## config.mk

```make
export PLATFORM = sky130hd
export DESIGN_NAME = ordered_list_with_key_removal_top
export DESIGN_NICKNAME = d
export VERILOG_FILES = /design/src/hdl/olk_pkg.sv /design/src/hdl/olk_ram.sv /design/src/hdl/olk_front.sv /design/src/hdl/olk_queue.sv /design/src/hdl/olk_back.sv /design/src/hdl/ordered_list_with_key_removal_top.sv
export SDC_FILE = /design/constraint.sdc
export NUM_CORES = 1
export LEC_CHECK = 0
export ABC_AREA = 0
export BUFFER_PORTS_ARGS = -buffer_cell sky130_fd_sc_hd__buf_4
export CAP_MARGIN = 10
export CORE_MARGIN = 2
export CORE_UTILIZATION = 40
export DETAILED_ROUTE_END_ITERATION = 10
export GPL_ROUTABILITY_DRIVEN = 0
export PLACE_DENSITY_LB_ADDON = 0.08
export SLEW_MARGIN = 20
export SYNTH_ARGS = -nofsm -noshare
export SYNTH_HDL_FRONTEND = slang
export SYNTH_SLANG_ARGS = --single-unit
```

## constraint.sdc

```tcl
create_clock -name clk -period 8.28 [get_ports clk]
set_input_delay 0.828 -clock clk [delete_from_list [all_inputs] [get_ports clk]]
set_output_delay 0.828 -clock clk [all_outputs]
set_load 0.01 [all_outputs]
```

## src/hdl/olk_pkg.sv

```systemverilog
// shared types, widths and codes for the ordered list with key removal
package olk_pkg;

    localparam int DEPTH_DEF   = 16;
    localparam int ACTION_W    = 2;
    localparam int VALUE_W     = 32;
    localparam int ENTRY_W     = 5;
    localparam int QUEUE_DEPTH = 2;

    localparam logic [ACTION_W-1:0] ACT_APPEND = 2'd0;
    localparam logic [ACTION_W-1:0] ACT_POP    = 2'd1;
    localparam logic [ACTION_W-1:0] ACT_REMOVE = 2'd2;

    typedef enum logic [1:0] {
        ST_OK        = 2'd0,
        ST_EMPTY     = 2'd1,
        ST_NOT_FOUND = 2'd2,
        ST_FULL      = 2'd3
    } status_t;

    typedef enum logic [1:0] {
        OP_NOP    = 2'd0,
        OP_APPEND = 2'd1,
        OP_POP    = 2'd2,
        OP_REMOVE = 2'd3
    } op_t;

    typedef struct packed {
        logic [ACTION_W-1:0]       action;
        logic signed [VALUE_W-1:0] value;
    } req_t;

    typedef struct packed {
        status_t                   status;
        logic [ENTRY_W-1:0]        entry_count;
        logic signed [VALUE_W-1:0] head_value;
    } rsp_t;

    typedef struct packed {
        op_t                       op;
        logic signed [VALUE_W-1:0] value;
    } cmd_t;

endpackage

```

## src/hdl/olk_ram.sv

```systemverilog
// generic simple dual-port ram with registered read
module olk_ram #(
    parameter int WIDTH = 32,
    parameter int DEPTH = 16
) (
    input  logic                     clk,
    input  logic                     we,
    input  logic [$clog2(DEPTH)-1:0] waddr,
    input  logic [WIDTH-1:0]         wdata,
    input  logic                     re,
    input  logic [$clog2(DEPTH)-1:0] raddr,
    output logic [WIDTH-1:0]         rdata
);

    logic [WIDTH-1:0] mem [DEPTH];
    logic [WIDTH-1:0] rdata_reg;

    always_ff @(posedge clk)
    begin
        if (we)
        begin
            mem[waddr] <= wdata;
        end
        if (re)
        begin
            rdata_reg <= mem[raddr];
        end
    end

    assign rdata = rdata_reg;

endmodule

```

## src/hdl/olk_front.sv

```systemverilog
// front end: accepts request beats and classifies them into commands
module olk_front
    import olk_pkg::*;
(
    input  logic clk,
    input  logic rst_n,
    input  logic req_valid,
    output logic req_ready,
    input  req_t req,
    output logic cmd_valid,
    input  logic cmd_ready,
    output cmd_t cmd
);

    logic hold_valid_reg;
    logic hold_valid_next;
    cmd_t hold_reg;
    cmd_t hold_next;
    op_t  op_dec;

    always_comb
    begin
        unique case (req.action)
            ACT_APPEND: op_dec = OP_APPEND;
            ACT_POP:    op_dec = OP_POP;
            ACT_REMOVE: op_dec = OP_REMOVE;
            default:    op_dec = OP_NOP;
        endcase
    end

    assign req_ready = !hold_valid_reg || cmd_ready;
    assign cmd_valid = hold_valid_reg;
    assign cmd       = hold_reg;

    always_comb
    begin
        hold_valid_next = hold_valid_reg;
        hold_next       = hold_reg;
        if (hold_valid_reg && cmd_ready)
        begin
            hold_valid_next = 1'b0;
        end
        if (req_valid && req_ready)
        begin
            hold_valid_next = 1'b1;
            hold_next       = '{op: op_dec, value: req.value};
        end
    end

    always_ff @(posedge clk or negedge rst_n)
    begin
        if (!rst_n)
        begin
            hold_valid_reg <= 1'b0;
        end
        else
        begin
            hold_valid_reg <= hold_valid_next;
        end
    end

    always_ff @(posedge clk)
    begin
        hold_reg <= hold_next;
    end

endmodule

```

## src/hdl/olk_queue.sv

```systemverilog
// short command queue between front end and back end
module olk_queue
    import olk_pkg::*;
(
    input  logic clk,
    input  logic rst_n,
    input  logic push_valid,
    output logic push_ready,
    input  cmd_t push_cmd,
    output logic pop_valid,
    input  logic pop_ready,
    output cmd_t pop_cmd
);

    localparam int PTR_W = $clog2(QUEUE_DEPTH);
    localparam int FILL_W = $clog2(QUEUE_DEPTH + 1);

    cmd_t              entry_reg [QUEUE_DEPTH];
    logic [PTR_W-1:0]  wr_ptr_reg;
    logic [PTR_W-1:0]  wr_ptr_next;
    logic [PTR_W-1:0]  rd_ptr_reg;
    logic [PTR_W-1:0]  rd_ptr_next;
    logic [FILL_W-1:0] fill_reg;
    logic [FILL_W-1:0] fill_next;
    logic              do_push;
    logic              do_pop;

    assign push_ready = (fill_reg != FILL_W'(QUEUE_DEPTH));
    assign pop_valid  = (fill_reg != '0);
    assign pop_cmd    = entry_reg[rd_ptr_reg];
    assign do_push    = push_valid && push_ready;
    assign do_pop     = pop_valid && pop_ready;

    always_comb
    begin
        wr_ptr_next = wr_ptr_reg;
        rd_ptr_next = rd_ptr_reg;
        fill_next   = fill_reg;
        if (do_push)
        begin
            wr_ptr_next = (wr_ptr_reg == PTR_W'(QUEUE_DEPTH - 1)) ? '0 : wr_ptr_reg + 1'b1;
        end
        if (do_pop)
        begin
            rd_ptr_next = (rd_ptr_reg == PTR_W'(QUEUE_DEPTH - 1)) ? '0 : rd_ptr_reg + 1'b1;
        end
        if (do_push && !do_pop)
        begin
            fill_next = fill_reg + 1'b1;
        end
        else if (do_pop && !do_push)
        begin
            fill_next = fill_reg - 1'b1;
        end
    end

    always_ff @(posedge clk or negedge rst_n)
    begin
        if (!rst_n)
        begin
            wr_ptr_reg <= '0;
            rd_ptr_reg <= '0;
            fill_reg   <= '0;
        end
        else
        begin
            wr_ptr_reg <= wr_ptr_next;
            rd_ptr_reg <= rd_ptr_next;
            fill_reg   <= fill_next;
        end
    end

    always_ff @(posedge clk)
    begin
        if (do_push)
        begin
            entry_reg[wr_ptr_reg] <= push_cmd;
        end
    end

endmodule

```

## src/hdl/olk_back.sv

```systemverilog
// back end: executes list commands against the node store
module olk_back
    import olk_pkg::*;
#(
    parameter int DEPTH = DEPTH_DEF
) (
    input  logic clk,
    input  logic rst_n,
    input  logic cmd_valid,
    output logic cmd_ready,
    input  cmd_t cmd,
    output logic rsp_valid,
    input  logic rsp_ready,
    output rsp_t rsp
);

    localparam int IDX_W = $clog2(DEPTH);
    localparam int CNT_W = $clog2(DEPTH + 1);

    typedef enum logic [5:0] {
        S_IDLE   = 6'b000001,
        S_ALLOC  = 6'b000010,
        S_APPEND = 6'b000100,
        S_LINK   = 6'b001000,
        S_WALK   = 6'b010000,
        S_HEADRD = 6'b100000
    } state_t;

    state_t                    state_reg, state_next;
    logic                      pop_reg, pop_next;
    logic signed [VALUE_W-1:0] value_reg, value_next;
    logic [IDX_W-1:0]          slot_reg, slot_next;
    logic [IDX_W-1:0]          cur_reg, cur_next;
    logic [IDX_W-1:0]          prv_reg, prv_next;
    logic [CNT_W-1:0]          steps_reg, steps_next;
    logic [IDX_W-1:0]          head_reg, head_next;
    logic [IDX_W-1:0]          tail_reg, tail_next;
    logic signed [VALUE_W-1:0] hv_reg, hv_next;
    logic [CNT_W-1:0]          count_reg, count_next;
    logic [CNT_W-1:0]          fill_reg, fill_next;
    logic [CNT_W-1:0]          fresh_reg, fresh_next;
    logic                      rsp_valid_reg, rsp_valid_next;
    rsp_t                      rsp_reg, rsp_next;

    // node store ports
    logic                      node_re;
    logic [IDX_W-1:0]          node_raddr;
    logic                      val_we;
    logic [IDX_W-1:0]          val_waddr;
    logic [VALUE_W-1:0]        val_wdata;
    logic [VALUE_W-1:0]        val_rdata;
    logic                      nxt_we;
    logic [IDX_W-1:0]          nxt_waddr;
    logic [IDX_W-1:0]          nxt_wdata;
    logic [IDX_W-1:0]          nxt_rdata;
    // free slot stack ports
    logic                      free_we;
    logic [IDX_W-1:0]          free_waddr;
    logic [IDX_W-1:0]          free_wdata;
    logic                      free_re;
    logic [IDX_W-1:0]          free_raddr;
    logic [IDX_W-1:0]          free_rdata;

    logic [CNT_W-1:0]          fill_dec;
    logic [CNT_W-1:0]          steps_inc;
    logic                      match;
    logic                      finish;
    status_t                   fin_status;

    assign fill_dec  = fill_reg - CNT_W'(1);
    assign steps_inc = steps_reg + CNT_W'(1);
    assign match     = pop_reg || (val_rdata == value_reg);
    assign cmd_ready = (state_reg == S_IDLE) && !rsp_valid_reg;

    always_comb
    begin
        state_next     = state_reg;
        pop_next       = pop_reg;
        value_next     = value_reg;
        slot_next      = slot_reg;
        cur_next       = cur_reg;
        prv_next       = prv_reg;
        steps_next     = steps_reg;
        head_next      = head_reg;
        tail_next      = tail_reg;
        hv_next        = hv_reg;
        count_next     = count_reg;
        fill_next      = fill_reg;
        fresh_next     = fresh_reg;
        rsp_valid_next = rsp_valid_reg;
        rsp_next       = rsp_reg;
        node_re        = 1'b0;
        node_raddr     = nxt_rdata;
        val_we         = 1'b0;
        val_waddr      = slot_reg;
        val_wdata      = value_reg;
        nxt_we         = 1'b0;
        nxt_waddr      = slot_reg;
        nxt_wdata      = head_reg;
        free_we        = 1'b0;
        free_waddr     = fill_reg[IDX_W-1:0];
        free_wdata     = cur_reg;
        free_re        = 1'b0;
        free_raddr     = fill_dec[IDX_W-1:0];
        finish         = 1'b0;
        fin_status     = ST_OK;

        if (rsp_valid_reg && rsp_ready)
        begin
            rsp_valid_next = 1'b0;
        end

        unique case (state_reg)
            S_IDLE:
            begin
                if (cmd_valid && cmd_ready)
                begin
                    value_next = cmd.value;
                    unique case (cmd.op)
                        OP_APPEND:
                        begin
                            if (count_reg == CNT_W'(DEPTH))
                            begin
                                finish     = 1'b1;
                                fin_status = ST_FULL;
                            end
                            else if (fill_reg != '0)
                            begin
                                free_re    = 1'b1;
                                fill_next  = fill_dec;
                                state_next = S_ALLOC;
                            end
                            else
                            begin
                                slot_next  = fresh_reg[IDX_W-1:0];
                                fresh_next = fresh_reg + CNT_W'(1);
                                state_next = S_APPEND;
                            end
                        end
                        OP_POP, OP_REMOVE:
                        begin
                            if (count_reg == '0)
                            begin
                                finish     = 1'b1;
                                fin_status = ST_EMPTY;
                            end
                            else
                            begin
                                pop_next   = (cmd.op == OP_POP);
                                cur_next   = head_reg;
                                prv_next   = tail_reg;
                                steps_next = '0;
                                node_re    = 1'b1;
                                node_raddr = head_reg;
                                state_next = S_WALK;
                            end
                        end
                        default:
                        begin
                            finish = 1'b1;
                        end
                    endcase
                end
            end
            S_ALLOC:
            begin
                slot_next  = free_rdata;
                state_next = S_APPEND;
            end
            S_APPEND:
            begin
                val_we = 1'b1;
                nxt_we = 1'b1;
                if (count_reg == '0)
                begin
                    // first node links to itself
                    nxt_wdata  = slot_reg;
                    head_next  = slot_reg;
                    tail_next  = slot_reg;
                    hv_next    = value_reg;
                    count_next = CNT_W'(1);
                    finish     = 1'b1;
                    state_next = S_IDLE;
                end
                else
                begin
                    state_next = S_LINK;
                end
            end
            S_LINK:
            begin
                nxt_we     = 1'b1;
                nxt_waddr  = tail_reg;
                nxt_wdata  = slot_reg;
                tail_next  = slot_reg;
                count_next = count_reg + CNT_W'(1);
                finish     = 1'b1;
                state_next = S_IDLE;
            end
            S_WALK:
            begin
                if (match)
                begin
                    free_we    = 1'b1;
                    fill_next  = fill_reg + CNT_W'(1);
                    if (count_reg == CNT_W'(1))
                    begin
                        head_next  = '0;
                        tail_next  = '0;
                        hv_next    = '0;
                        count_next = '0;
                        finish     = 1'b1;
                        state_next = S_IDLE;
                    end
                    else
                    begin
                        nxt_we     = 1'b1;
                        nxt_waddr  = prv_reg;
                        nxt_wdata  = nxt_rdata;
                        count_next = count_reg - CNT_W'(1);
                        if (cur_reg == tail_reg)
                        begin
                            tail_next = prv_reg;
                        end
                        if (cur_reg == head_reg)
                        begin
                            // new head value comes from the store next cycle
                            head_next  = nxt_rdata;
                            node_re    = 1'b1;
                            state_next = S_HEADRD;
                        end
                        else
                        begin
                            finish     = 1'b1;
                            state_next = S_IDLE;
                        end
                    end
                end
                else if (steps_inc == count_reg)
                begin
                    finish     = 1'b1;
                    fin_status = ST_NOT_FOUND;
                    state_next = S_IDLE;
                end
                else
                begin
                    steps_next = steps_inc;
                    prv_next   = cur_reg;
                    cur_next   = nxt_rdata;
                    node_re    = 1'b1;
                end
            end
            S_HEADRD:
            begin
                hv_next    = val_rdata;
                finish     = 1'b1;
                state_next = S_IDLE;
            end
            default:
            begin
                state_next = S_IDLE;
            end
        endcase

        if (finish)
        begin
            rsp_valid_next = 1'b1;
            rsp_next       = '{status: fin_status,
                               entry_count: ENTRY_W'(count_next),
                               head_value: hv_next};
        end
    end

    olk_ram #(
        .WIDTH (VALUE_W),
        .DEPTH (DEPTH)
    ) u_val_ram (
        .clk   (clk),
        .we    (val_we),
        .waddr (val_waddr),
        .wdata (val_wdata),
        .re    (node_re),
        .raddr (node_raddr),
        .rdata (val_rdata)
    );

    olk_ram #(
        .WIDTH (IDX_W),
        .DEPTH (DEPTH)
    ) u_nxt_ram (
        .clk   (clk),
        .we    (nxt_we),
        .waddr (nxt_waddr),
        .wdata (nxt_wdata),
        .re    (node_re),
        .raddr (node_raddr),
        .rdata (nxt_rdata)
    );

    olk_ram #(
        .WIDTH (IDX_W),
        .DEPTH (DEPTH)
    ) u_free_ram (
        .clk   (clk),
        .we    (free_we),
        .waddr (free_waddr),
        .wdata (free_wdata),
        .re    (free_re),
        .raddr (free_raddr),
        .rdata (free_rdata)
    );

    always_ff @(posedge clk or negedge rst_n)
    begin
        if (!rst_n)
        begin
            state_reg     <= S_IDLE;
            head_reg      <= '0;
            tail_reg      <= '0;
            hv_reg        <= '0;
            count_reg     <= '0;
            fill_reg      <= '0;
            fresh_reg     <= '0;
            rsp_valid_reg <= 1'b0;
        end
        else
        begin
            state_reg     <= state_next;
            head_reg      <= head_next;
            tail_reg      <= tail_next;
            hv_reg        <= hv_next;
            count_reg     <= count_next;
            fill_reg      <= fill_next;
            fresh_reg     <= fresh_next;
            rsp_valid_reg <= rsp_valid_next;
        end
    end

    always_ff @(posedge clk)
    begin
        pop_reg   <= pop_next;
        value_reg <= value_next;
        slot_reg  <= slot_next;
        cur_reg   <= cur_next;
        prv_reg   <= prv_next;
        steps_reg <= steps_next;
        rsp_reg   <= rsp_next;
    end

    assign rsp_valid = rsp_valid_reg;
    assign rsp       = rsp_reg;

endmodule

```

## src/hdl/ordered_list_with_key_removal_top.sv

```systemverilog
// top level of the circular singly linked list with key removal
// back end path per beat: a full append answers from S_IDLE; other appends pass
//   S_ALLOC when a freed slot is reused, S_APPEND, then S_LINK when the list was not
//   empty; pop and remove by value walk in S_WALK, one node visited per cycle, then
//   pass S_HEADRD when the head goes and nodes remain; one request is in flight in the
//   back end; the walk through the value and link memories sets the worst case
// reset: asynchronous active low; list comes up empty, no clearing pass needed
module ordered_list_with_key_removal_top
    import olk_pkg::*;
#(
    parameter int DEPTH = DEPTH_DEF
) (
    input  logic clk,
    input  logic rst_n,
    input  logic req_valid,
    output logic req_ready,
    input  req_t req,
    output logic rsp_valid,
    input  logic rsp_ready,
    output rsp_t rsp
);

    // front end to queue
    logic front_valid;
    logic front_ready;
    cmd_t front_cmd;

    // queue to back end
    logic back_valid;
    logic back_ready;
    cmd_t back_cmd;

    // request beats are registered and decoded into commands
    olk_front u_front (
        .clk       (clk),
        .rst_n     (rst_n),
        .req_valid (req_valid),
        .req_ready (req_ready),
        .req       (req),
        .cmd_valid (front_valid),
        .cmd_ready (front_ready),
        .cmd       (front_cmd)
    );

    // short queue so the front keeps taking beats while the back end walks
    olk_queue u_queue (
        .clk        (clk),
        .rst_n      (rst_n),
        .push_valid (front_valid),
        .push_ready (front_ready),
        .push_cmd   (front_cmd),
        .pop_valid  (back_valid),
        .pop_ready  (back_ready),
        .pop_cmd    (back_cmd)
    );

    // back end owns the node store, link store and free slot stack;
    // the backward link of a node is tracked by the walk and the tail register
    olk_back #(
        .DEPTH (DEPTH)
    ) u_back (
        .clk       (clk),
        .rst_n     (rst_n),
        .cmd_valid (back_valid),
        .cmd_ready (back_ready),
        .cmd       (back_cmd),
        .rsp_valid (rsp_valid),
        .rsp_ready (rsp_ready),
        .rsp       (rsp)
    );

endmodule

```

==> results.py <==
metrics = {
    "layout": {
        "antenna_cells": 0,
        "synthToLayoutAreaGrowth_pct": 14.8,
        "nFillCells": 7598,
        "drive_gt1_share_pct": 16.7,
        "nNetsFinal": 2252,
        "largest_register_ffs": 512,
    },
    "sta": {
        "fmaxAchievable_mhz": 196,
        "worst_clock_skew_ns": 0.0218,
        "timing.final.crit_share_pct": 61.7,
        "fin_setup_tns_ns": 0,
        "max-slew-margin-rel_pct": 24.9,
        "finalHoldViolCount": 0,
        "whs_ns": 0.0687,
        "slew_viol_final": 0,
        "rsz0062_at_grt": "false",
        "tightest_slew_ns": 1.13,
        "setup_viol": 0,
        "period_minus_slack_ns": 5.11,
    },
    "drt": {
        "wl_met1_um": 40900,
        "detail_route.wl_per_cell_um": 27.3,
        "drcViolationCount": 0,
        "antenna_left": 0,
        "wl_um": 94700,
        "dr.pass1.iters": 5,
        "highest_layer": "met4",
        "routed_via_density": 5.51,
        "met3WireLength_um": 5210,
        "drt_iter0_drc": 1619,
        "via_count": 19100,
        "wl_met2_um": 46300,
    },
    "clocking": {
        "cts.repair.resized": 0,
        "h-tree-depth": 3,
        "post_cts_buffers": 0,
        "clk_path_buf_depth": 3,
        "cts_root_buffer": "clkbuf_16",
        "cts_buffers": 99,
        "holdBufCountCts": 0,
        "cts.reportedPaths.clkPinSlew_ns": 0.06,
        "tritoncts": "yes",
        "clkSinkCount": 937,
        "clk_latency_ns": 0.66,
    },
    "critical_path": {
        "cp-start-kind": "register",
        "crit_top_cell": "buf_4",
        "path_cells": "xnor2_1 > nand4_1 > nor4_1 > a21oi_2 > buf_4 > nor2_1 > inv_1 > o21bai_4 > buf_4",
        "cp_slowest_cell": "o21bai_4",
        "critical_path_class": "reg2reg",
        "cp.required_ns": 8.60,
        "max_stage_delay_ns": 0.93,
        "path_max_fanout": 22,
        "critPathArrivalTime_ns": 5.43,
        "setup.worst_path.end_class": "register",
    },
    "power_and_ir_drop": {
        "ir_worst_vdd_mv": 0.275,
        "power.density_nw_per_um2": 380,
        "p_leak_nw": 14.7,
    },
    "synth": {
        "avgSynthCellArea_um2": 17.5,
        "ys_seq_area_share_pct": 76.2,
        "synth_compound_area_share_pct": 5.19,
        "yosysTopAreaCell": "edfxtp_1",
        "yosys_warnings": 0,
        "synth_nets": 2132,
        "synth_fa_ha_area_share_pct": 0.446,
        "synth_top_area_share_pct": 71.7,
        "async_flop_share_pct": 7.04,
        "ys_types": 65,
        "synth_top_family_by_area": "multiplexers",
        "ys_ff_latch": 937,
        "synth-edff-count": 871,
        "synthSimpleGateAreaFrac_pct": 4.51,
        "synth-xor-area-share_pct": 1.46,
        "synth.area.top_cells": "edfxtp_1, mux2i_1, dfrtp_1",
        "synth_area_um2": 36500,
        "ys.flop_type": "edfxtp_1",
        "synth.area.mux_share_pct": 10.5,
        "synthCells": 2081,
    },
    "floorplanning": {
        "num_rows": 110,
        "dieArea_um2": 93600,
        "die_x_um": 306,
        "die_y_um": 306,
        "pin_count": 79,
        "initial_core_util_pct": 40.5,
        "core-area_um2": 90100,
    },
    "job": {
        "maxCapViolations": 0,
    },
    "global_route": {
        "grt_antenna_before_repair": 3,
        "grt_pass1_wl_um": 136000,
        "grt_usage_pct": 20.2,
        "grt_overflow": 0,
        "grt_pass1_vias": 19300,
        "grt_max_degree": 116,
    },
    "worst_hold_path": {
        "hold_path_class": "in2async",
    },
    "placed_design": {
        "dpl.hpwl_um": 49000,
        "io_buffers": 78,
    },
    "run_status": {
        "outcome": "completed",
    },
}
==> Yosys cell counts (6+ instances only) <==
library cell	instances
dfrtp_1	65
buf_6	8
a22oi_1	33
nand4_1	12
or4_1	36
ha_1	13
and3_1	7
buf_4	6
inv_1	14
nand3_1	20
a21oi_1	9
o22ai_1	148
buf_1	8
mux4_2	20
nand2b_1	6
xor2_1	7
nor2_1	63
nand2_1	121
mux2_2	42
o21ai_0	19
clkbuf_1	39
xnor2_1	54
buf_2	43
nor3_1	31
a22o_1	8
a31oi_4	6
nor4_1	8
mux2i_1	292
and2_1	6
edfxtp_1	871
==> placed cells by master (no fill, tap or decap), types with 20 or more instances in the layout <==
| cell type | instances |
|---|---|
| edfxtp_1 | 871 |
| clkbuf_1 | 20 |
| mux2_2 | 42 |
| dfrtp_1 | 64 |
| o22ai_1 | 148 |
| clkbuf_16 | 101 |
| nand2_1 | 121 |
| mux2i_1 | 291 |
| buf_4 | 119 |
| or4_1 | 36 |
| nor3_1 | 31 |
| xnor2_1 | 54 |
| a22oi_1 | 33 |
| mux4_2 | 20 |
| clkinv_2 | 20 |
| nand3_1 | 20 |
| nor2_1 | 49 |
==> logic make-up (layout without fill, tap and decap cells) <==
group / count (synthesis) / in the layout
compound gates: 266 / 266
flops: 937 / 937
fa+ha+maj: 13 / 13
buf+inv: 119 / 324
simple gates: 331 / 331
xor+xnor: 61 / 61
mux: 354 / 354
==> per-stage QoR <==
step	instances	setup slack [ns]	area, um2	power [W]	util, %
finish	3462	3.17	41900	0.0159	46.5
global route	3462	3.08	41900	0.0166	46.5
CTS	3461	3.19	41900	0.0161	46.5
detailed placement	3275	3.22	38500	0.0116	42.8
global placement	3274	3.31	38500	0.0115	42.7
floorplan	2081	3.25	36500	0.00989	-
==> layer usage <==
metal  vias to the layer above  global-route usage [%]
met5                         -                       0
met4                         0                    5.99
met3                       150                    2.56
met2                       549                    33.5
met1                      9871                    28.0
li1                       8512                       -
==> final timing paths <==
check / from / endpoint / slack, ns / depth (start not counted)
worst max-delay path: u_back.val_wdata[17] / u_back.u_val_ram.rdata[10] / 3.17 / 9
worst min-delay path: rst_n / u_front.cmd_valid / 0.07 / 1
worst max register to register: u_back.val_wdata[17] / u_back.u_val_ram.rdata[10] / 3.17 / 9
worst min register to register: u_front.cmd[3] / u_queue.entry_reg[0][3] / 0.45 / 0
max in group asynchronous: rst_n / u_back.hv_reg[9] / 6.97 / 2
min in group clk: req[1] / u_front.cmd[1] / 0.35 / 1
==> area by class of cell <==
| cell class | instances | area, um2 | share of cell area [%] |
|---|---|---|---|
| sequential | 937 | 27800 | 66.4 |
| multi-input combinational | 1025 | 8270 | 19.7 |
| clock buffer | 131 | 2740 | 6.54 |
| tap | 1176 | 1470 | 3.51 |
| timing repair buffer | 123 | 943 | 2.25 |
| clock inverter | 55 | 599 | 1.43 |
| inverter | 15 | 56.3 | 0.134 |
==> critical path: cells and delay by family (launching register included) <==
| family | cells | cell delay [ns] |
|---|---|---|
| and+or+nand+nor | 3 | 1.41 |
| buffers and inverters | 3 | 0.93 |
| AOI/OAI and AO/OA | 2 | 1.12 |
| DFF | 1 | 0.60 |
| xor gates and xnor gates | 1 | 0.69 |
==> report_power, final <==
part	switching, W	internal [W]
logic	0.00254	0.00164
clock network	0.00182	0.00268
registers	0.000743	0.00649
Note: power is estimated with default switching activity, not from simulation.
